`config.mk`:
```
export PLATFORM = sky130hd
export DESIGN_NAME = apjb_cfg
export DESIGN_NICKNAME = d
export VERILOG_FILES = /design/src/sv/apjb_pkg.sv /design/src/sv/apjb_cfg.sv
export SDC_FILE = /design/constraint.sdc
export NUM_CORES = 1
export LEC_CHECK = 0
export BUFFER_PORTS_ARGS = -buffer_cell sky130_fd_sc_hd__buf_2
export CAP_MARGIN = 20
export CORE_MARGIN = 2
export CORE_UTILIZATION = 33
export DETAILED_ROUTE_END_ITERATION = 16
export PLACE_DENSITY = 0.82
export SKIP_LAST_GASP = 1
export SLEW_MARGIN = 20
export SYNTH_ARGS = -nofsm -noshare
export SYNTH_HDL_FRONTEND = slang
export SYNTH_SLANG_ARGS = --single-unit
```
`constraint.sdc`:
```
create_clock -name clk -period 1 [get_ports clk]
set_input_delay 0.2 -clock clk [delete_from_list [all_inputs] [get_ports clk]]
set_output_delay 0.2 -clock clk [all_outputs]
set_load 0.005 [all_outputs]
```
`src/sv/apjb_pkg.sv`:
```
// ----------------------------------------------------------------------------
// apjb_pkg: shared types and constants of the audio playout jitter buffer
// Item layouts for both channels, status and register codes, reset values.
// ----------------------------------------------------------------------------
package apjb_pkg;

    localparam int SAMPLE_W = 16;
    localparam int FRAME_W  = 2 * SAMPLE_W;
    localparam int FILL_W   = 11;

    // item kinds
    localparam logic KIND_PUSH = 1'b0;
    localparam logic KIND_POP  = 1'b1;

    // register indexes
    localparam logic REG_STREAMING = 1'b0;
    localparam logic REG_PREFILL   = 1'b1;

    localparam logic [FILL_W-1:0] PREFILL_RESET = 11'd768;

    typedef enum logic [1:0] {
        ST_OK     = 2'd0,
        ST_DROP   = 2'd1,
        ST_UNDER  = 2'd2,
        ST_SILENT = 2'd3
    } status_t;

    typedef struct packed {
        logic                       kind;
        logic signed [SAMPLE_W-1:0] left_in;
        logic signed [SAMPLE_W-1:0] right_in;
        logic                       block_start;
    } req_item_t;

    typedef struct packed {
        logic signed [SAMPLE_W-1:0] left_out;
        logic signed [SAMPLE_W-1:0] right_out;
        logic                       fresh;
        status_t                    status;
        logic [FILL_W-1:0]          fill_level;
    } rsp_item_t;

    // result of one item as decided at accept time
    typedef struct packed {
        logic              fresh;
        status_t           status;
        logic              show_frame;
        logic [FILL_W-1:0] fill_level;
    } result_t;

    // configuration state seen by the control logic
    typedef struct packed {
        logic              streaming_on;
        logic [FILL_W-1:0] prefill_frames;
        logic              clear;
    } cfg_t;

endpackage

```
`src/sv/apjb_cfg.sv`:
```
// ----------------------------------------------------------------------------
// apjb_cfg: configuration registers
// APB-style register file holding streaming_on and prefill_frames.
// ----------------------------------------------------------------------------
module apjb_cfg
(
    input  logic                    clk,
    input  logic                    rst_n,
    input  logic                    psel,
    input  logic                    penable,
    input  logic                    pwrite,
    input  logic [2:0]              paddr,
    input  logic [31:0]             pwdata,
    output logic [31:0]             prdata,
    output logic                    pready,
    output apjb_pkg::cfg_t          cfg
);
    import apjb_pkg::*;

    logic              streaming_reg;
    logic [FILL_W-1:0] prefill_reg;
    logic              wr_en;
    logic              aligned;
    logic              reg_idx;

    assign pready  = 1'b1;
    assign aligned = (paddr[1:0] == 2'b00);
    assign reg_idx = paddr[2];
    assign wr_en   = psel && penable && pwrite && aligned;

    // write the registers on the access cycle
    always_ff @(posedge clk or negedge rst_n)
    begin
        if (!rst_n)
        begin
            streaming_reg <= 1'b0;
            prefill_reg   <= PREFILL_RESET;
        end
        else if (wr_en)
        begin
            if (reg_idx == REG_STREAMING)
            begin
                streaming_reg <= pwdata[0];
            end
            else
            begin
                prefill_reg <= pwdata[FILL_W-1:0];
            end
        end
    end

    // read back the addressed register
    always_comb
    begin
        prdata = 32'd0;
        if (aligned)
        begin
            if (reg_idx == REG_STREAMING)
            begin
                prdata = {31'd0, streaming_reg};
            end
            else
            begin
                prdata = {{(32-FILL_W){1'b0}}, prefill_reg};
            end
        end
    end

    // a streaming write clears the FIFO at the same edge
    assign cfg.streaming_on   = streaming_reg;
    assign cfg.prefill_frames = prefill_reg;
    assign cfg.clear          = wr_en && (reg_idx == REG_STREAMING);

endmodule

```
==> flow_summary.json <==
{
  "p_comb_frac": 0.327,
  "cp-start-kind": "register",
  "syn_avg_cell_area_um2": 11.0,
  "grt_pass1_wl_um": 2690,
  "wl_met1_um": 624,
  "synth_cells": 68,
  "dr.max_layer_used": "met4",
  "hp-class": "in2reg",
  "yosys_warnings": 0,
  "hold_viol_final": 0,
  "grt_pass1_vias": 640,
  "hp-start": "pwdata[7]",
  "wire_per_inst_um": 11.4,
  "firstDrtPassIters": 2,
  "cp_top_family": "flip-flops",
  "grt_max_degree": 13,
  "initial_core_util": 0.345,
  "detail-route-antenna-nets": 0,
  "fin_worst_skew_ns": 0,
  "fp.dieH_um": 51.7,
  "critPathMaxFanout": 3,
  "critPathArrivalTime_ns": 1.05,
  "seqPwrFrac": 0.468,
  "clk_pin_slew_ns": 0.07,
  "fmax_ghz": 0.799,
  "largest_register_ffs": 11,
  "critPathRequiredTime_ns": 0.80,
  "crit_cells": 2,
  "ir_drop_uv": 953,
  "antennaDiodeCount": 0,
  "clock_tree.root_cell": "clkbuf_4",
  "dpl_cell_area_um2": 920,
  "worst-path-buf-inv": 1,
  "status": "finished with violations",
  "setup.worst_path.start": "prefill_reg[9]$_DFFE_PN1P_",
  "crit_type": "reg2out",
  "cts.sinks": 12,
  "dpl_worst_slack_ns": -0.206,
  "grt_usage": 0.138,
  "path_cells": "and3_1 > buf_2",
  "setup_viol": 20,
  "whs_ns": 0.162,
  "cpPeakStageDelay_ns": 0.54,
  "core_area_um2": 2170,
  "rsz0062_at_grt": "true",
  "rows": 17,
  "ff2ff_path_depth": 2,
  "p_total_w": 0.00141,
  "rr_endpoint": "prefill_reg[6]$_DFFE_PN0P_",
  "areaGrowthSynthToFinish_pct": 37.1,
  "die-area_um2": 2670,
  "intPower_w": 0.00102,
  "leakagePower_nw": 0.616,
  "met2WireLength_um": 910,
  "viasPerCell": 4.37,
  "power.switching_w": 0.000387,
  "cts_tree": "done",
  "fp.dieW_um": 51.7,
  "htree_levels": 1,
  "clk_path_buf_depth": 2,
  "place.gp.congestion": 0.711,
  "setup_slack_ns": -0.251,
  "fin_area_um2": 1030,
  "worstSetupEndpointType": "primary output",
  "finalMaxSlewViolations": 0,
  "antenna_found_initial": 0,
  "drt_iter0_drc": 3,
  "post-route-drc-count": 0,
  "r2r_slack_ns": 0.11,
  "ioPinCount": 86,
  "drv_cap": 0,
  "reg2reg_from": "prefill_reg[6]$_DFFE_PN0P_",
  "vias": 642,
  "portBuffers": 42,
  "p_clk_frac": 0.205,
  "ys_seq_area_frac": 0.404,
  "insertion_delay_ns": 0.26,
  "hpwl_um": 1230,
  "drive_above_1_share": 0.597,
  "pwr_density_cell_nw_per_um2": 1370,
  "mappedNetlistArea_um2": 749,
  "met3_length_um": 128,
  "worst_path_max_delay_cell": "dfstp_2",
  "ys_seq_elements": 12,
  "min_period_ns": 1.25,
  "fin_crit_sh": 1.25,
  "violations": "negative setup slack",
  "sw_frac_of_total": 0.275,
  "wl_um": 1680,
  "cts_inserted_buffers": 3,
  "crit_end": "prdata[9]",
  "synthDistinctLibCells": 14,
  "gr-total-overflow": 0,
  "nNetsFinal": 161
}
[kinds of logic (layout without fill, tap and decap cells)]
kind of cell,count (synthesis),count (layout),synth area share
muxes,13,13,0.194
DFF,12,12,0.404
other,2,22,0.0100
buffers and inverters,25,56,0.250
and+or+nand+nor,16,16,0.142
[placed cells by master, fill, tap and decap left out, drive strengths merged]
master        n
dfrtp        10
mux2i         1
and3         10
mux2         12
nand4         1
buf          52
nor3          3
conb         22
dlygate4sd3   1
nand4b        1
dfstp         2
nor2          1
clkbuf        3
[area by class of cell]
type	instances	area [µm²]
timing repair buffer	53	333
sequential	12	303
clock buffer	3	22.5
tap	28	35.0
fill	211	1140
multi-input combinational	51	334
[worst register-to-register path, stage by stage, from the launching register on]
cell and delay [ns]:
dfrtp_1 0.40, buf_6 0.13, mux2_2 0.25
[cell usage after synthesis (all sizes together)]
cell    count  area share
nor2        1      0.0050
buf        24        0.25
dfstp       2       0.070
clkbuf      1      0.0050
and3       10       0.083
mux2       12        0.18
conb        2       0.010
nand4       1      0.0084
nor3        3       0.033
dfrtp      10        0.33
nand4b      1       0.012
mux2i       1       0.013
[repair_timing]
item	CTS	global route
resized for setup	0	8
hold buffers	1	0
endpoints found under the hold margin	10	0
setup buffers	4	1
pin swaps	5	3
setup endpoints to repair	16	24
[worst min-delay path by stage]
stage	to	slack (ns)	cells after the start
finish	prefill_reg[7]$_DFFE_PN0P_	0.16	2
floorplan	prefill_reg[0]$_DFFE_PN0P_	-0.1	0
CTS	prefill_reg[4]$_DFFE_PN0P_	0.16	2
global route	prefill_reg[4]$_DFFE_PN0P_	0.15	2
detailed placement	prefill_reg[4]$_DFFE_PN0P_	0.09	1
global placement	prefill_reg[4]$_DFFE_PN0P_	0.08	1
[power groups by stage]
stage	combinational (W)	clock, W	sequential [W]
final	0.000460	0.000289	0.000658
after global routing	0.000505	0.000324	0.000674
after CTS	0.000390	0.000294	0.000649
after detailed placement	0.000337	0	0.000662
after global placement	0.000325	0	0.000654
after floorplan	0.000208	0	0.000664
[stage by stage]
stage | utilization | instances | setup TNS [ns]
after floorplan | - | 88 | -0.589
after global placement | 0.424 | 138 | -2.69
after detailed placement | 0.424 | 138 | -2.77
after CTS | 0.453 | 146 | -2.37
after global routing | 0.473 | 147 | -3.44
final | 0.473 | 147 | -2.39
[per-layer routing]
metal | GRT usage | up-vias
met5 | 0 | -
met4 | 0.0921 | 0
met3 | 0.0201 | 2
met2 | 0.244 | 42
met1 | 0.153 | 307
li1 | - | 291
No activity file was read; power rests on OpenSTA's default activity.
