## src/sv/apjb_pkg.sv

```systemverilog
// ----------------------------------------------------------------------------
// apjb_pkg: shared types and constants of the audio playout jitter buffer
// Item layouts for both channels, status and register codes, reset values.
// ----------------------------------------------------------------------------
package apjb_pkg;

    localparam int SAMPLE_W = 16;
    localparam int FRAME_W  = 2 * SAMPLE_W;
    localparam int FILL_W   = 11;

    // item kinds
    localparam logic KIND_PUSH = 1'b0;
    localparam logic KIND_POP  = 1'b1;

    // register indexes
    localparam logic REG_STREAMING = 1'b0;
    localparam logic REG_PREFILL   = 1'b1;

    localparam logic [FILL_W-1:0] PREFILL_RESET = 11'd768;

    typedef enum logic [1:0] {
        ST_OK     = 2'd0,
        ST_DROP   = 2'd1,
        ST_UNDER  = 2'd2,
        ST_SILENT = 2'd3
    } status_t;

    typedef struct packed {
        logic                       kind;
        logic signed [SAMPLE_W-1:0] left_in;
        logic signed [SAMPLE_W-1:0] right_in;
        logic                       block_start;
    } req_item_t;

    typedef struct packed {
        logic signed [SAMPLE_W-1:0] left_out;
        logic signed [SAMPLE_W-1:0] right_out;
        logic                       fresh;
        status_t                    status;
        logic [FILL_W-1:0]          fill_level;
    } rsp_item_t;

    // result of one item as decided at accept time
    typedef struct packed {
        logic              fresh;
        status_t           status;
        logic              show_frame;
        logic [FILL_W-1:0] fill_level;
    } result_t;

    // configuration state seen by the control logic
    typedef struct packed {
        logic              streaming_on;
        logic [FILL_W-1:0] prefill_frames;
        logic              clear;
    } cfg_t;

endpackage

```

## src/sv/apjb_ctrl.sv

```systemverilog
// ----------------------------------------------------------------------------
// apjb_ctrl: FIFO pointers and playback control
// Decides each transaction at accept time and updates slots, count and flags.
// ----------------------------------------------------------------------------
module apjb_ctrl
#(
    parameter int FIFO_FRAMES = 1536,
    parameter int AW          = 11,
    parameter int CW          = 11
)
(
    input  logic                         clk,
    input  logic                         rst_n,
    input  logic                         accept,
    input  apjb_pkg::req_item_t          item,
    input  apjb_pkg::cfg_t               cfg,
    output logic                         mem_we,
    output logic [AW-1:0]                mem_waddr,
    output logic [apjb_pkg::FRAME_W-1:0] mem_wdata,
    output logic                         mem_re,
    output logic [AW-1:0]                mem_raddr,
    output apjb_pkg::result_t            result
);
    import apjb_pkg::*;

    localparam int CMPW = (CW > FILL_W) ? CW : FILL_W;
    localparam logic [AW-1:0] LAST_SLOT = AW'(FIFO_FRAMES - 1);
    localparam logic [CW-1:0] FULL_CNT  = CW'(FIFO_FRAMES);

    logic [AW-1:0] rd_reg, rd_next, rd_eff;
    logic [AW-1:0] wr_reg, wr_next, wr_eff;
    logic [CW-1:0] cnt_reg, cnt_next, cnt_eff;
    logic          primed_reg, primed_next, primed_eff;
    logic          silent_reg, silent_next;
    logic          hzero_reg, hzero_next, hzero_eff;

    logic is_pop;
    logic blk;
    logic clear_now;
    logic below_prefill;

    // decide the transaction
    always_comb
    begin
        is_pop    = (item.kind == KIND_POP);
        blk       = is_pop && item.block_start;
        clear_now = blk && !cfg.streaming_on;

        rd_eff     = clear_now ? '0 : rd_reg;
        wr_eff     = clear_now ? '0 : wr_reg;
        cnt_eff    = clear_now ? '0 : cnt_reg;
        primed_eff = clear_now ? 1'b0 : primed_reg;
        hzero_eff  = clear_now | hzero_reg;

        below_prefill = CMPW'(cnt_eff) < CMPW'(cfg.prefill_frames);

        rd_next     = rd_eff;
        wr_next     = wr_eff;
        cnt_next    = cnt_eff;
        primed_next = primed_eff;
        silent_next = silent_reg;
        hzero_next  = hzero_eff;

        mem_we    = 1'b0;
        mem_re    = 1'b0;
        mem_waddr = wr_reg;
        mem_raddr = rd_eff;
        mem_wdata = {item.left_in, item.right_in};

        result.fresh      = 1'b0;
        result.status     = ST_OK;
        result.show_frame = 1'b0;

        if (!is_pop)
        begin
            if (cnt_reg == FULL_CNT)
            begin
                result.status = ST_DROP;
            end
            else
            begin
                mem_we   = 1'b1;
                wr_next  = (wr_reg == LAST_SLOT) ? '0 : wr_reg + 1'b1;
                cnt_next = cnt_reg + 1'b1;
            end
        end
        else
        begin
            // pick the block mode on its first pop
            if (blk)
            begin
                if (!cfg.streaming_on || (!primed_eff && below_prefill))
                begin
                    silent_next = 1'b1;
                end
                else
                begin
                    primed_next = 1'b1;
                    silent_next = 1'b0;
                end
            end

            if (silent_next)
            begin
                result.status = ST_SILENT;
            end
            else if (cnt_eff != '0)
            begin
                mem_re            = 1'b1;
                rd_next           = (rd_eff == LAST_SLOT) ? '0 : rd_eff + 1'b1;
                cnt_next          = cnt_eff - 1'b1;
                hzero_next        = 1'b0;
                result.fresh      = 1'b1;
                result.show_frame = 1'b1;
            end
            else
            begin
                // repeat the last frame taken
                result.status     = ST_UNDER;
                result.show_frame = !hzero_eff;
                primed_next       = 1'b0;
            end
        end

        result.fill_level = FILL_W'(cnt_next);
    end

    // advance the state
    always_ff @(posedge clk or negedge rst_n)
    begin
        if (!rst_n)
        begin
            rd_reg     <= '0;
            wr_reg     <= '0;
            cnt_reg    <= '0;
            primed_reg <= 1'b0;
            silent_reg <= 1'b0;
            hzero_reg  <= 1'b1;
        end
        else if (cfg.clear)
        begin
            rd_reg     <= '0;
            wr_reg     <= '0;
            cnt_reg    <= '0;
            primed_reg <= 1'b0;
            hzero_reg  <= 1'b1;
        end
        else if (accept)
        begin
            rd_reg     <= rd_next;
            wr_reg     <= wr_next;
            cnt_reg    <= cnt_next;
            primed_reg <= primed_next;
            silent_reg <= silent_next;
            hzero_reg  <= hzero_next;
        end
    end

endmodule

```

## config.mk

```make
export PLATFORM = sky130hd
export DESIGN_NAME = apjb_ctrl
export DESIGN_NICKNAME = d
export VERILOG_FILES = /design/src/sv/apjb_pkg.sv /design/src/sv/apjb_ctrl.sv
export SDC_FILE = /design/constraint.sdc
export NUM_CORES = 1
export LEC_CHECK = 0
export BUFFER_PORTS_ARGS = -buffer_cell sky130_fd_sc_hd__buf_2
export CAP_MARGIN = 10
export CORE_MARGIN = 3
export CORE_UTILIZATION = 30
export DETAILED_ROUTE_END_ITERATION = 10
export GPL_ROUTABILITY_DRIVEN = 0
export PLACE_DENSITY = 0.64
export SLEW_MARGIN = 20
export SYNTH_ARGS = -nofsm -noshare
export SYNTH_HDL_FRONTEND = slang
export SYNTH_SLANG_ARGS = --single-unit
```

## constraint.sdc

```tcl
create_clock -name clk -period 3.7 [get_ports clk]
set_input_delay 0 -clock clk [delete_from_list [all_inputs] [get_ports clk]]
set_output_delay 0 -clock clk [all_outputs]
set_load 0.05 [all_outputs]
```

==> results of run 1 <==
-- layout make-up --
| type | count | area, µm² |
|---|---|---|
| fill | 1143 | 6940 |
| clock buffer | 7 | 96.3 |
| inverter | 20 | 77.6 |
| multi-input combinational | 324 | 1980 |
| sequential | 36 | 902 |
| tap | 136 | 170 |
| timing repair buffer | 63 | 335 |
-- layer usage --
metal | track usage (%) | share of wire (%) | vias up
li1 | - | - | 1562
met5 | 0 | 0 | -
met3 | 3.22 | 6.4 | 29
met2 | 25.3 | 46 | 131
met4 | 3.53 | 1.3 | 0
met1 | 21.5 | 47 | 1548
-- stage by stage --
| step | utilization (%) | instance area [µm²] | instances | hold slack [ns] | total power, W |
|---|---|---|---|---|---|
| 2_1_floorplan | - | 3300 | 437 | -0.296 | 0.000702 |
| 3_3_place_gp | 32.8 | 3450 | 578 | 0.000341 | 0.000685 |
| 3_5_place_dp | 32.8 | 3450 | 578 | 0.000341 | 0.000688 |
| 4_1_cts | 33.8 | 3550 | 586 | 0.000341 | 0.00101 |
| 5_1_grt | 33.9 | 3560 | 586 | 0.0000675 | 0.00105 |
| 6_report | 33.9 | 3560 | 586 | 0.0000167 | 0.00101 |
-- power by group --
part	leakage, nW	switching (W)	internal (W)
sequential	0.492	0.0000151	0.000401
combinational	1.15	0.000193	0.0000773
clock	0.0503	0.000155	0.000166
total	1.69	0.000362	0.000644
-- kinds of logic (layout without fill, tap and decap cells) --
logic type,Yosys count,count (layout)
AO/OA/AOI/OAI,119,119
XOR/XNOR,6,6
adder cells (fa/ha/maj),13,13
buffers and inverters,77,90
flip-flops,36,36
multiplexers,4,4
AND/OR/NAND/NOR,182,182
-- how the worst max path moves through the flow --
stage / endpoint / slack [ns] / depth (start not counted)
finish: result[4] / 0.32 / 13
global route: result[4] / 0.09 / 13
CTS: result[4] / 0.15 / 13
detailed placement: rd_reg[8] / 0.41 / 14
global placement: cnt_reg[4] / 0.51 / 14
floorplan: result[4] / 0.13 / 15
-- what timing repair did --
item / in CTS / in global routing
endpoints found under the hold margin: 35 / 0
setup endpoints to repair: 0 / 3
hold buffers: 1 / 0
gates resized for setup: 0 / 3
-- placed cells by master, fill, tap and decap left out, drive strengths merged, types with 3 or more instances in the layout --
master and count:
or2 3, nand2 46, clkbuf 7, nand4 4
a211oi 4, nand4b 5, ha 13, dfrtp 35
o21ai 36, nand2b 4, o31ai 8, a31oi 11
nor3 9, a21o 6, xor2 4, nand3 30
buf 62, nor2 34, nor4 3, and3 7
a21oi 26, a22o 4, inv 19, mux2i 3
and2 21, or3 7, a32oi 3
==> impl_metrics.prom, run 1 <==
# TYPE chip_impl_metric gauge
chip_impl_metric{name="register_to_register_setup_slack",unit="ns"} 0.52
chip_impl_info{name="area_leader_netlist",value="sky130_fd_sc_hd__dfrtp_1"} 1
chip_impl_metric{name="clock_sinks",unit=""} 36
chip_impl_metric{name="clk_pin_slew_worst_paths",unit="ns"} 0.08
chip_impl_info{name="r2r-end",value="rd_reg[8]"} 1
chip_impl_metric{name="syn2layout_area_growth",unit="%"} 8.16
chip_impl_metric{name="antenna_found_initial",unit=""} 0
chip_impl_metric{name="vias_in_the_first_global_route",unit=""} 3181
chip_impl_metric{name="finClkSkew",unit="ns"} 0.00447
chip_impl_metric{name="drc",unit=""} 0
chip_impl_metric{name="postCtsSetupRepairBufs",unit=""} 0
chip_impl_metric{name="num_io_pins",unit=""} 121
chip_impl_metric{name="min_path_cells",unit=""} 0
chip_impl_info{name="worst_hold_startpoint",value="item[14]"} 1
chip_impl_info{name="cp_slowest_cell",value="sky130_fd_sc_hd__dfrtp_1"} 1
chip_impl_info{name="synth_top_family_by_area",value="simple AND/OR/NAND/NOR gates"} 1
chip_impl_metric{name="min_period_over_period",unit="%"} 91.3
chip_impl_info{name="worst_r2r_startpoint",value="cnt_reg[9]"} 1
chip_impl_metric{name="synth_compound_area_share",unit="%"} 23.5
chip_impl_metric{name="worstPathRequired",unit="ns"} 3.70
chip_impl_metric{name="timing.final.hold_violations",unit=""} 0
chip_impl_metric{name="synth_xor_xnor_area_share",unit="%"} 1.59
chip_impl_metric{name="power_per_cell_area",unit="mW/mm²"} 282
chip_impl_metric{name="ys_warn_count",unit=""} 0
chip_impl_metric{name="floorplan.die.height",unit="µm"} 111
chip_impl_info{name="worstHoldPathType",value="in2out"} 1
chip_impl_metric{name="die-area",unit="mm²"} 0.0123
chip_impl_info{name="worst_setup_path_end_kind",value="output pin"} 1
chip_impl_metric{name="cap_viol_max_count",unit=""} 0
chip_impl_metric{name="post-route-min-period",unit="ns"} 3.38
chip_impl_metric{name="yosys_register_bits",unit=""} 36
chip_impl_metric{name="core-area",unit="mm²"} 0.0105
chip_impl_metric{name="number_of_enable_flip_flop_cells_after_synthesis",unit=""} 0
chip_impl_metric{name="ys_async_sr_fraction",unit="%"} 100
chip_impl_metric{name="final_layout_size_suffix_gt1_share",unit="%"} 19.6
chip_impl_metric{name="postLayoutSetupSlackWorst",unit="ns"} 0.321
chip_impl_metric{name="yosys-mux-area-fraction",unit="%"} 1.25
chip_impl_metric{name="routed_wire_length_per_instance",unit="µm"} 16.7
chip_impl_info{name="run_status",value="complete, no violations"} 1
chip_impl_metric{name="synth_seq_area_share",unit="%"} 27.4
chip_impl_metric{name="post_synth_fa_ha_maj_area_fraction",unit="%"} 4.94
chip_impl_info{name="unrepaired_setup_endpoints_after_global_routing",value="false"} 1
chip_impl_info{name="yosys-top-cells-count",value="43 x sky130_fd_sc_hd__nand2_1, 35 x sky130_fd_sc_hd__buf_4, 35 x sky130_fd_sc_hd__dfrtp_1, 35 x sky130_fd_sc_hd__o21ai_0, 34 x sky130_fd_sc_hd__nor2_1"} 1
chip_impl_metric{name="synthesis.instances",unit=""} 437
chip_impl_metric{name="detail_route.iter0.violations",unit=""} 302
chip_impl_metric{name="synth_top_area_share",unit="%"} 26.6
chip_impl_info{name="path_cells",value="inv_1 -> nor2_1 -> ha_1 -> and4_1 -> nand2_1 -> o32ai_1 -> nor3_2 -> a21oi_4 -> nand2_2 -> inv_4 -> a22oi_2 -> mux2i_1 -> buf_2"} 1
chip_impl_metric{name="worst_slew_pin_slew",unit="ns"} 0.899
chip_impl_info{name="worst_setup_start_kind",value="flip-flop"} 1
chip_impl_metric{name="h_tree_level_count",unit=""} 2
chip_impl_metric{name="worstPathArrival",unit="ns"} 3.38
chip_impl_metric{name="synthesis.area_per_instance",unit="µm²"} 7.54
chip_impl_metric{name="synthSimpleGateAreaFrac",unit="%"} 28.5
chip_impl_metric{name="antenna_cells",unit=""} 0
chip_impl_metric{name="max_slew_margin",unit="%"} 40.1
chip_impl_metric{name="wl",unit="mm"} 9.80
chip_impl_metric{name="fin_tns_setup",unit="ns"} 0
chip_impl_metric{name="final_hpwl_dp",unit="mm"} 7.15
chip_impl_info{name="critPathKind",value="reg2out"} 1
chip_impl_metric{name="dr_total_vias",unit=""} 3270
chip_impl_metric{name="synthesis.area",unit="mm²"} 0.00330
chip_impl_metric{name="cts_made_buffers",unit=""} 5
chip_impl_metric{name="die_width",unit="µm"} 111
chip_impl_metric{name="worst_reg_to_reg_cells",unit=""} 13
chip_impl_metric{name="post_drt_via_cell_ratio",unit=""} 5.58
chip_impl_info{name="cts_tree",value="yes"} 1
chip_impl_metric{name="cts.path.max_buffers",unit=""} 2
chip_impl_metric{name="worstPathMaxFanout",unit=""} 20
chip_impl_metric{name="gr-total-overflow",unit=""} 0
chip_impl_metric{name="clk_latency",unit="ns"} 0.29
chip_impl_metric{name="power.ir.vdd_worst",unit="µV"} 160
chip_impl_metric{name="drt_pass1_iterations",unit=""} 5
chip_impl_metric{name="setup_viol",unit=""} 0
chip_impl_metric{name="max_stage_delay",unit="ns"} 0.48
chip_impl_info{name="worst_hold_path_ep",value="mem_wdata[13]"} 1
chip_impl_metric{name="preCtsSetupSlack",unit="ns"} 0.405
chip_impl_info{name="critical_path.startpoint",value="cnt_reg[9]"} 1
chip_impl_info{name="clk_tree_root_cell",value="sky130_fd_sc_hd__clkbuf_8"} 1
chip_impl_metric{name="grt_max_degree",unit=""} 37
chip_impl_metric{name="p_leak",unit="nW"} 1.69
chip_impl_metric{name="floorplan.rows",unit=""} 37
chip_impl_info{name="synth_flop_cell",value="sky130_fd_sc_hd__dfrtp_1"} 1
chip_impl_metric{name="synth_nets",unit=""} 500
chip_impl_metric{name="antenna_left",unit=""} 0
chip_impl_metric{name="maxClockFrequency",unit="GHz"} 0.296
chip_impl_info{name="post-synth-top-count-cell",value="sky130_fd_sc_hd__nand2_1"} 1
chip_impl_metric{name="worstPathBufferInverterCount",unit=""} 3
chip_impl_metric{name="netlist-cell-type-count",unit=""} 65
chip_impl_metric{name="grt.total_usage",unit="%"} 15.6
chip_impl_metric{name="portBuffers",unit=""} 56
chip_impl_metric{name="final_nets",unit=""} 513
chip_impl_metric{name="initial_utilization",unit="%"} 31.4
chip_impl_metric{name="global_route_wire_length_before_repair",unit="mm"} 16.2
chip_impl_metric{name="slew_violations",unit=""} 0
chip_impl_info{name="worst_path_dominant_cell_family",value="compound AO/OA/AOI/OAI gates"} 1
chip_impl_info{name="synth_top_cells_by_area",value="sky130_fd_sc_hd__dfrtp_1 27%, sky130_fd_sc_hd__buf_4 8.0%, sky130_fd_sc_hd__o21ai_0 5.3%, sky130_fd_sc_hd__ha_1 4.9%, sky130_fd_sc_hd__nand2_1 4.9%"} 1
No activity file was read; power rests on OpenSTA's default activity.
==> run 2: changes to the inputs <==
==> constraint.sdc (replaced) <==
create_clock -name clk -period 3.7 [get_ports clk]
set_input_delay 0.74 -clock clk [delete_from_list [all_inputs] [get_ports clk]]
set_output_delay 0.74 -clock clk [all_outputs]
set_load 0.05 [all_outputs]
==> run 2 against run 1 <==
The run now ends with negative setup slack left; register-to-register slack better by 0.17 ns; non-clock buffer count is 61 higher; clock skew hardly changed; clock power is 6.9% lower; total power increased by 14%; routed wire length up 15%; first-iteration DRC count increased by 2.3%; via count grew 11%; hold slack better by 0.49 ns; flip-flop and latch count stayed put; critical path depth unchanged.
==> impl_metrics.prom, run 2 (synthesis results as in run 1) <==
# TYPE chip_impl_metric gauge
chip_impl_info{name="run_status",value="complete, but fails checks"} 1
chip_impl_info{name="failed_checks",value="negative setup slack"} 1
chip_impl_metric{name="global_route_wire_length_before_repair",unit="mm"} 17.7
chip_impl_metric{name="max_slew_margin",unit="%"} 40.9
chip_impl_metric{name="antenna_cells",unit=""} 0
chip_impl_metric{name="final_layout_size_suffix_gt1_share",unit="%"} 40.0
chip_impl_metric{name="n_fill_cell",unit=""} 1004
chip_impl_metric{name="maxClockFrequency",unit="GHz"} 0.255
chip_impl_metric{name="dr_total_vias",unit=""} 3629
chip_impl_info{name="worst_hold_path_ep",value="primed_reg"} 1
chip_impl_metric{name="final_hpwl_dp",unit="mm"} 7.90
chip_impl_metric{name="antenna_found_initial",unit=""} 0
chip_impl_info{name="worst_setup_start_kind",value="input pin"} 1
chip_impl_metric{name="clock_sinks",unit=""} 36
chip_impl_info{name="worst_setup_path_end_kind",value="output pin"} 1
chip_impl_metric{name="antenna_left",unit=""} 0
chip_impl_metric{name="routed_wire_length_per_instance",unit="µm"} 17.3
chip_impl_metric{name="worstPathMaxFanout",unit=""} 8
chip_impl_metric{name="cts-hold-fix-buffers",unit=""} 0
chip_impl_metric{name="min_path_cells",unit=""} 1
chip_impl_metric{name="clk_pin_slew_worst_paths",unit="ns"} 0.08
chip_impl_metric{name="detail_route.iter0.violations",unit=""} 309
chip_impl_info{name="mostFrequentLayoutCells",value="59 x sky130_fd_sc_hd__buf_4, 39 x sky130_fd_sc_hd__nand2_1, 37 x sky130_fd_sc_hd__buf_2"} 1
chip_impl_metric{name="power.ir.vdd_worst",unit="µV"} 153
chip_impl_metric{name="floorplan.die.height",unit="µm"} 111
chip_impl_metric{name="floorplan.rows",unit=""} 37
chip_impl_info{name="clk_tree_root_cell",value="sky130_fd_sc_hd__clkbuf_8"} 1
chip_impl_metric{name="syn2layout_area_growth",unit="%"} 43.2
chip_impl_metric{name="power_per_cell_area",unit="mW/mm²"} 242
chip_impl_info{name="cts_tree",value="yes"} 1
chip_impl_metric{name="initial_utilization",unit="%"} 31.4
chip_impl_metric{name="cap_viol_max_count",unit=""} 0
chip_impl_info{name="unrepaired_setup_endpoints_after_global_routing",value="true"} 1
chip_impl_metric{name="vias_in_the_first_global_route",unit=""} 3544
chip_impl_metric{name="finalPower",unit="W"} 0.00114
chip_impl_metric{name="cts.path.max_buffers",unit=""} 2
chip_impl_metric{name="setup_viol",unit=""} 15
chip_impl_metric{name="worstPathRequired",unit="ns"} 2.96
chip_impl_metric{name="core-area",unit="mm²"} 0.0105
chip_impl_metric{name="die-area",unit="mm²"} 0.0123
chip_impl_metric{name="worst_reg_to_reg_cells",unit=""} 17
chip_impl_info{name="worst_hold_startpoint",value="primed_reg"} 1
chip_impl_metric{name="drc",unit=""} 0
chip_impl_metric{name="die_width",unit="µm"} 111
chip_impl_metric{name="drt_pass1_iterations",unit=""} 5
chip_impl_metric{name="worst_slew_pin_slew",unit="ns"} 0.887
chip_impl_metric{name="register_to_register_setup_slack",unit="ns"} 0.69
chip_impl_metric{name="slew_violations",unit=""} 0
chip_impl_metric{name="post_drt_via_cell_ratio",unit=""} 5.60
chip_impl_metric{name="final_nets",unit=""} 574
chip_impl_metric{name="clk_latency",unit="ns"} 0.30
chip_impl_metric{name="grt_max_degree",unit=""} 37
chip_impl_info{name="worstHoldPathType",value="reg2reg"} 1
chip_impl_metric{name="wl",unit="mm"} 11.2
chip_impl_metric{name="post-route-min-period",unit="ns"} 3.92
chip_impl_metric{name="layout.cells.non_filler",unit=""} 648
chip_impl_info{name="worst_r2r_startpoint",value="cnt_reg[9]"} 1
chip_impl_info{name="layout.cells.most_common",value="sky130_fd_sc_hd__buf_4"} 1
chip_impl_metric{name="grt.total_usage",unit="%"} 17.4
chip_impl_metric{name="layout.area.seq",unit="µm²"} 902
chip_impl_info{name="critPathKind",value="in2out"} 1
chip_impl_info{name="r2r-end",value="rd_reg[8]"} 1
chip_impl_metric{name="num_io_pins",unit=""} 121
chip_impl_metric{name="finClkSkew",unit="ns"} 0.00470
chip_impl_metric{name="timing.final.hold_violations",unit=""} 0
chip_impl_metric{name="gr-total-overflow",unit=""} 0
chip_impl_metric{name="min_period_over_period",unit="%"} 106
chip_impl_metric{name="portBuffers",unit=""} 56
chip_impl_metric{name="worstPathArrival",unit="ns"} 3.18
chip_impl_metric{name="postLayoutSetupSlackWorst",unit="ns"} -0.217
chip_impl_metric{name="h_tree_level_count",unit=""} 2
chip_impl_metric{name="cts_made_buffers",unit=""} 5
chip_impl_metric{name="p_leak",unit="nW"} 2.13
chip_impl_metric{name="placed_cells",unit=""} 621
chip_impl_metric{name="total_area_of_multi_input_combinational_cells",unit="mm²"} 0.00249
[run 2: cell types whose count changed in the layout (fill, tap and decap cells not counted), moves of 6 or more]
| cell | before | now |
|---|---|---|
| sky130_fd_sc_hd__a21oi_4 | 1 | 7 |
| sky130_fd_sc_hd__buf_4 | 6 | 59 |
| sky130_fd_sc_hd__buf_6 | 0 | 19 |
| sky130_fd_sc_hd__buf_2 | 56 | 37 |
| sky130_fd_sc_hd__ha_1 | 13 | 7 |
| sky130_fd_sc_hd__ha_4 | 0 | 6 |
| sky130_fd_sc_hd__buf_8 | 0 | 6 |
[run 2: timing repair]
item	CTS	global route
gates resized for setup	84	24
setup buffers	8	13
pin swaps	24	13
endpoints found under the setup margin	16	16
[run 2: area by class of cell]
| type | count | area share (%) |
|---|---|---|
| clock inverter | 3 | 0.398 |
| clock buffer | 5 | 1.46 |
| sequential | 36 | 19.1 |
| inverter | 20 | 1.70 |
| multi-input combinational | 324 | 52.7 |
| timing repair buffer | 124 | 21.0 |
| tap | 136 | 3.60 |
[run 2: per-stage QoR]
stage | hold WS [ns] | TNS [ns] | util [%] | worst slack, ns | cell area [µm²]
after global routing | 0.510 | -3.17 | 44.9 | -0.286 | 4720
final | 0.490 | -2.08 | 44.9 | -0.217 | 4720
after CTS | 0.492 | -1.79 | 42.9 | -0.239 | 4510
after global placement | 0.487 | -4.06 | 38.1 | -0.366 | 4000
after floorplan | 0.444 | -6.71 | - | -0.608 | 3560
after detailed placement | 0.472 | -4.99 | 38.1 | -0.431 | 4000
[run 2: metal layers]
metal / share of wire (%) / global-route usage, %
met2: 49 / 29.0
met1: 42 / 22.2
met3: 5.9 / 2.73
met4: 3.1 / 7.31
met5: 0 / 0
[run 2: critical path, stage by stage]
cell,delay (ns)
sky130_fd_sc_hd__buf_6,0.09
sky130_fd_sc_hd__nand3b_4,0.20
sky130_fd_sc_hd__and2_4,0.20
sky130_fd_sc_hd__ha_4,0.26
sky130_fd_sc_hd__and4_4,0.23
sky130_fd_sc_hd__nand2_4,0.07
sky130_fd_sc_hd__o32ai_4,0.31
sky130_fd_sc_hd__nor3_4,0.07
sky130_fd_sc_hd__a21oi_4,0.18
sky130_fd_sc_hd__buf_8,0.17
sky130_fd_sc_hd__mux2_4,0.32
sky130_fd_sc_hd__a21oi_4,0.14
sky130_fd_sc_hd__buf_6,0.17
[run 2: power breakdown]
part	total, W	internal [W]	switching (W)
combinational	0.000435	0.000179	0.000257
clock	0.000299	0.000132	0.000167
sequential	0.000410	0.000401	0.00000918
[run 2: worst max-delay path by stage]
stage,startpoint,to,slack (ns)
2_1_floorplan,cfg[12],result[4],-0.61
3_3_place_gp,cfg[12],result[1],-0.37
3_5_place_dp,cfg[12],result[4],-0.43
4_1_cts,cfg[12],result[1],-0.24
5_1_grt,cfg[12],result[1],-0.29
6_report,cfg[12],result[1],-0.22
==> run 3: changes to the inputs <==
--- a/config.mk
+++ b/config.mk
@@ -11,6 +11,7 @@
 export CORE_UTILIZATION = 30
 export DETAILED_ROUTE_END_ITERATION = 10
 export GPL_ROUTABILITY_DRIVEN = 0
+export GPL_TIMING_DRIVEN = 0
 export PLACE_DENSITY = 0.64
 export SLEW_MARGIN = 20
 export SYNTH_ARGS = -nofsm -noshare
==> run 3 against run 2 <==
The run still ends with negative setup slack left; die area is the same; count of clock-buffer cells in the layout is the same; highest routed layer unchanged; critical path type unchanged; register-to-register slack lost 0.14 ns; sequential share of layout area shrank 1.4 points; cell count grew 9.0%; first-iteration DRC count shrank 16%; routed wire length grew 4.4%; maximum frequency shrank 11%; combinational power grew 21%; hold slack lost 0.0017 ns.
==> impl_metrics.prom, run 3 (synthesis results as in run 1) <==
# TYPE chip_impl_metric gauge
chip_impl_metric{name="portBuffers",unit=""} 87
chip_impl_metric{name="post-route-min-period",unit="ns"} 4.40
chip_impl_metric{name="drt_pass1_iterations",unit=""} 5
chip_impl_metric{name="final_layout_size_suffix_gt1_share",unit="%"} 43.5
chip_impl_metric{name="grt.total_usage",unit="%"} 18.1
chip_impl_metric{name="maxClockFrequency",unit="GHz"} 0.227
chip_impl_metric{name="detail_route.iter0.violations",unit=""} 260
chip_impl_metric{name="total_area_of_multi_input_combinational_cells",unit="mm²"} 0.00249
chip_impl_metric{name="n_fill_cell",unit=""} 1008
chip_impl_metric{name="cap_viol_max_count",unit=""} 0
chip_impl_info{name="cp_slowest_cell",value="sky130_fd_sc_hd__a311oi_4"} 1
chip_impl_metric{name="finClkSkew",unit="ns"} 0.00862
chip_impl_metric{name="clk_pin_slew_worst_paths",unit="ns"} 0.08
chip_impl_info{name="layout.cells.most_common",value="sky130_fd_sc_hd__buf_2"} 1
chip_impl_metric{name="grt_max_degree",unit=""} 37
chip_impl_metric{name="slew_violations",unit=""} 0
chip_impl_metric{name="timing.final.hold_violations",unit=""} 0
chip_impl_metric{name="routed_wire_length_per_instance",unit="µm"} 16.6
chip_impl_metric{name="clock_sinks",unit=""} 36
chip_impl_metric{name="fin_tns_setup",unit="ns"} -8.68
chip_impl_metric{name="clk_latency",unit="ns"} 0.30
chip_impl_info{name="worst_r2r_startpoint",value="cnt_reg[9]"} 1
chip_impl_info{name="r2r-end",value="cnt_reg[4]"} 1
chip_impl_info{name="critPathKind",value="in2out"} 1
chip_impl_metric{name="max_slew_margin",unit="%"} 37.2
chip_impl_metric{name="initial_utilization",unit="%"} 31.4
chip_impl_metric{name="layout.area.seq",unit="µm²"} 902
chip_impl_info{name="worst_hold_startpoint",value="primed_reg"} 1
chip_impl_metric{name="worstPathMaxFanout",unit=""} 5
chip_impl_info{name="worst_setup_start_kind",value="input pin"} 1
chip_impl_metric{name="dr_total_vias",unit=""} 3880
chip_impl_metric{name="setup_viol",unit=""} 16
chip_impl_info{name="cts_tree",value="yes"} 1
chip_impl_metric{name="die_width",unit="µm"} 111
chip_impl_info{name="clk_tree_root_cell",value="sky130_fd_sc_hd__clkbuf_8"} 1
chip_impl_metric{name="global_route_wire_length_before_repair",unit="mm"} 18.6
chip_impl_metric{name="worst_slew_pin_slew",unit="ns"} 0.939
chip_impl_metric{name="worstPathRequired",unit="ns"} 2.96
chip_impl_metric{name="gr-total-overflow",unit=""} 0
chip_impl_metric{name="timing.hold.ws",unit="ns"} 0.488
chip_impl_metric{name="antenna_cells",unit=""} 0
chip_impl_metric{name="power_per_cell_area",unit="mW/mm²"} 256
chip_impl_info{name="mostFrequentLayoutCells",value="70 x sky130_fd_sc_hd__buf_2, 61 x sky130_fd_sc_hd__buf_4, 38 x sky130_fd_sc_hd__nand2_1"} 1
chip_impl_metric{name="final_nets",unit=""} 632
chip_impl_info{name="critical_path.startpoint",value="cfg[12]"} 1
chip_impl_metric{name="max_stage_delay",unit="ns"} 0.33
chip_impl_metric{name="postLayoutSetupSlackWorst",unit="ns"} -0.700
chip_impl_info{name="worst_hold_path_ep",value="primed_reg"} 1
chip_impl_metric{name="floorplan.die.height",unit="µm"} 111
chip_impl_info{name="worstHoldPathType",value="reg2reg"} 1
chip_impl_info{name="worst_setup_path_end_kind",value="output pin"} 1
chip_impl_metric{name="die-area",unit="mm²"} 0.0123
chip_impl_metric{name="antenna_found_initial",unit=""} 0
chip_impl_metric{name="post_dp_cell_area",unit="mm²"} 0.00417
chip_impl_metric{name="power.ir.vdd_worst",unit="µV"} 155
chip_impl_metric{name="wl",unit="mm"} 11.7
chip_impl_metric{name="floorplan.rows",unit=""} 37
chip_impl_metric{name="cts_made_buffers",unit=""} 5
chip_impl_metric{name="min_path_cells",unit=""} 1
chip_impl_metric{name="cts-hold-fix-buffers",unit=""} 0
chip_impl_metric{name="antenna_left",unit=""} 0
chip_impl_metric{name="cts.path.max_buffers",unit=""} 2
chip_impl_metric{name="num_io_pins",unit=""} 121
chip_impl_metric{name="preCtsSetupSlack",unit="ns"} -1.49
chip_impl_metric{name="h_tree_level_count",unit=""} 2
chip_impl_metric{name="worst_reg_to_reg_cells",unit=""} 17
chip_impl_info{name="path_cells",value="buf_6 -> nand3b_4 -> clkbuf_16 -> clkbuf_16 -> clkbuf_16 -> and2_4 -> ha_4 -> nand2b_4 -> a311oi_4 -> o32ai_4 -> nor3_4 -> a21oi_4 -> buf_6 -> nand2_8 -> clkinv_8 -> a22oi_2 -> mux2i_4 -> buf_6"} 1
chip_impl_metric{name="final_hpwl_dp",unit="mm"} 8.10
chip_impl_metric{name="vias_in_the_first_global_route",unit=""} 3767
chip_impl_info{name="run_status",value="complete, but fails checks"} 1
chip_impl_metric{name="drc",unit=""} 0
chip_impl_metric{name="core-area",unit="mm²"} 0.0105
chip_impl_metric{name="register_to_register_setup_slack",unit="ns"} 0.55
chip_impl_metric{name="worstPathArrival",unit="ns"} 3.66
chip_impl_metric{name="min_period_over_period",unit="%"} 119
chip_impl_metric{name="p_leak",unit="nW"} 2.35
chip_impl_metric{name="postLayoutCellArea",unit="mm²"} 0.00510
chip_impl_info{name="failed_checks",value="negative setup slack"} 1
chip_impl_metric{name="post_drt_via_cell_ratio",unit=""} 5.50
chip_impl_metric{name="syn2layout_area_growth",unit="%"} 54.8
chip_impl_info{name="unrepaired_setup_endpoints_after_global_routing",value="true"} 1
-- run 3: cell types whose count changed in the layout (fill, tap and decap cells not counted), moves of 3 or more --
cell                        before  now
sky130_fd_sc_hd__buf_2          37   70
sky130_fd_sc_hd__clkbuf_1        0   15
sky130_fd_sc_hd__buf_6          19   24
sky130_fd_sc_hd__clkbuf_16       0    3
-- run 3: layer usage --
metal | wire length [µm] | GRT usage, % | part of all wire, %
met1 | 4740 | 22.5 | 40
met2 | 5680 | 31.2 | 48
met3 | 908 | 3.06 | 7.7
met4 | 401 | 6.98 | 3.4
met5 | 0 | 0 | 0
-- run 3: final cells by class --
type	count	area share, %
Buffer	56	8.41
Clock buffer	5	1.35
Clock inverter	3	0.834
Inverter	20	1.72
Multi-Input combinational cell	324	48.7
Sequential cell	36	17.7
Tap cell	136	3.34
Timing Repair Buffer	126	17.9
-- run 3: repair_timing --
action | in CTS | in global routing
endpoints found under the setup margin | 37 | 22
gates resized for setup | 76 | 33
setup buffers | 26 | 15
pin swaps | 19 | 22
-- run 3: metrics by stage --
stage / instances / util [%] / total power [W]
2_1_floorplan: 437 / - / 0.000731
3_3_place_gp: 660 / 39.7 / 0.000829
3_5_place_dp: 660 / 39.7 / 0.000833
4_1_cts: 693 / 46.0 / 0.00127
5_1_grt: 706 / 48.5 / 0.00135
6_report: 706 / 48.5 / 0.00131
-- run 3: worst max path at each step --
stage | slack [ns] | to | cells after the start
2_1_floorplan | -0.61 | result[4] | 15
3_3_place_gp | -1.43 | result[2] | 17
3_5_place_dp | -1.49 | result[2] | 17
4_1_cts | -0.67 | result[4] | 17
5_1_grt | -0.79 | result[4] | 18
6_report | -0.70 | result[4] | 18
-- run 3: worst max-delay path, delay by kind of cell --
kind	cells	cell delay [ns]
buf+inv	7	0.91
compound gates	4	0.80
simple gates	5	0.76
mux	1	0.28
fa+ha+maj	1	0.15
-- run 3: power by group --
part           total (W)  internal [W]  switching, W
Combinational   0.000526      0.000197      0.000328
Clock           0.000371      0.000200      0.000171
Sequential      0.000411      0.000401    0.00000985
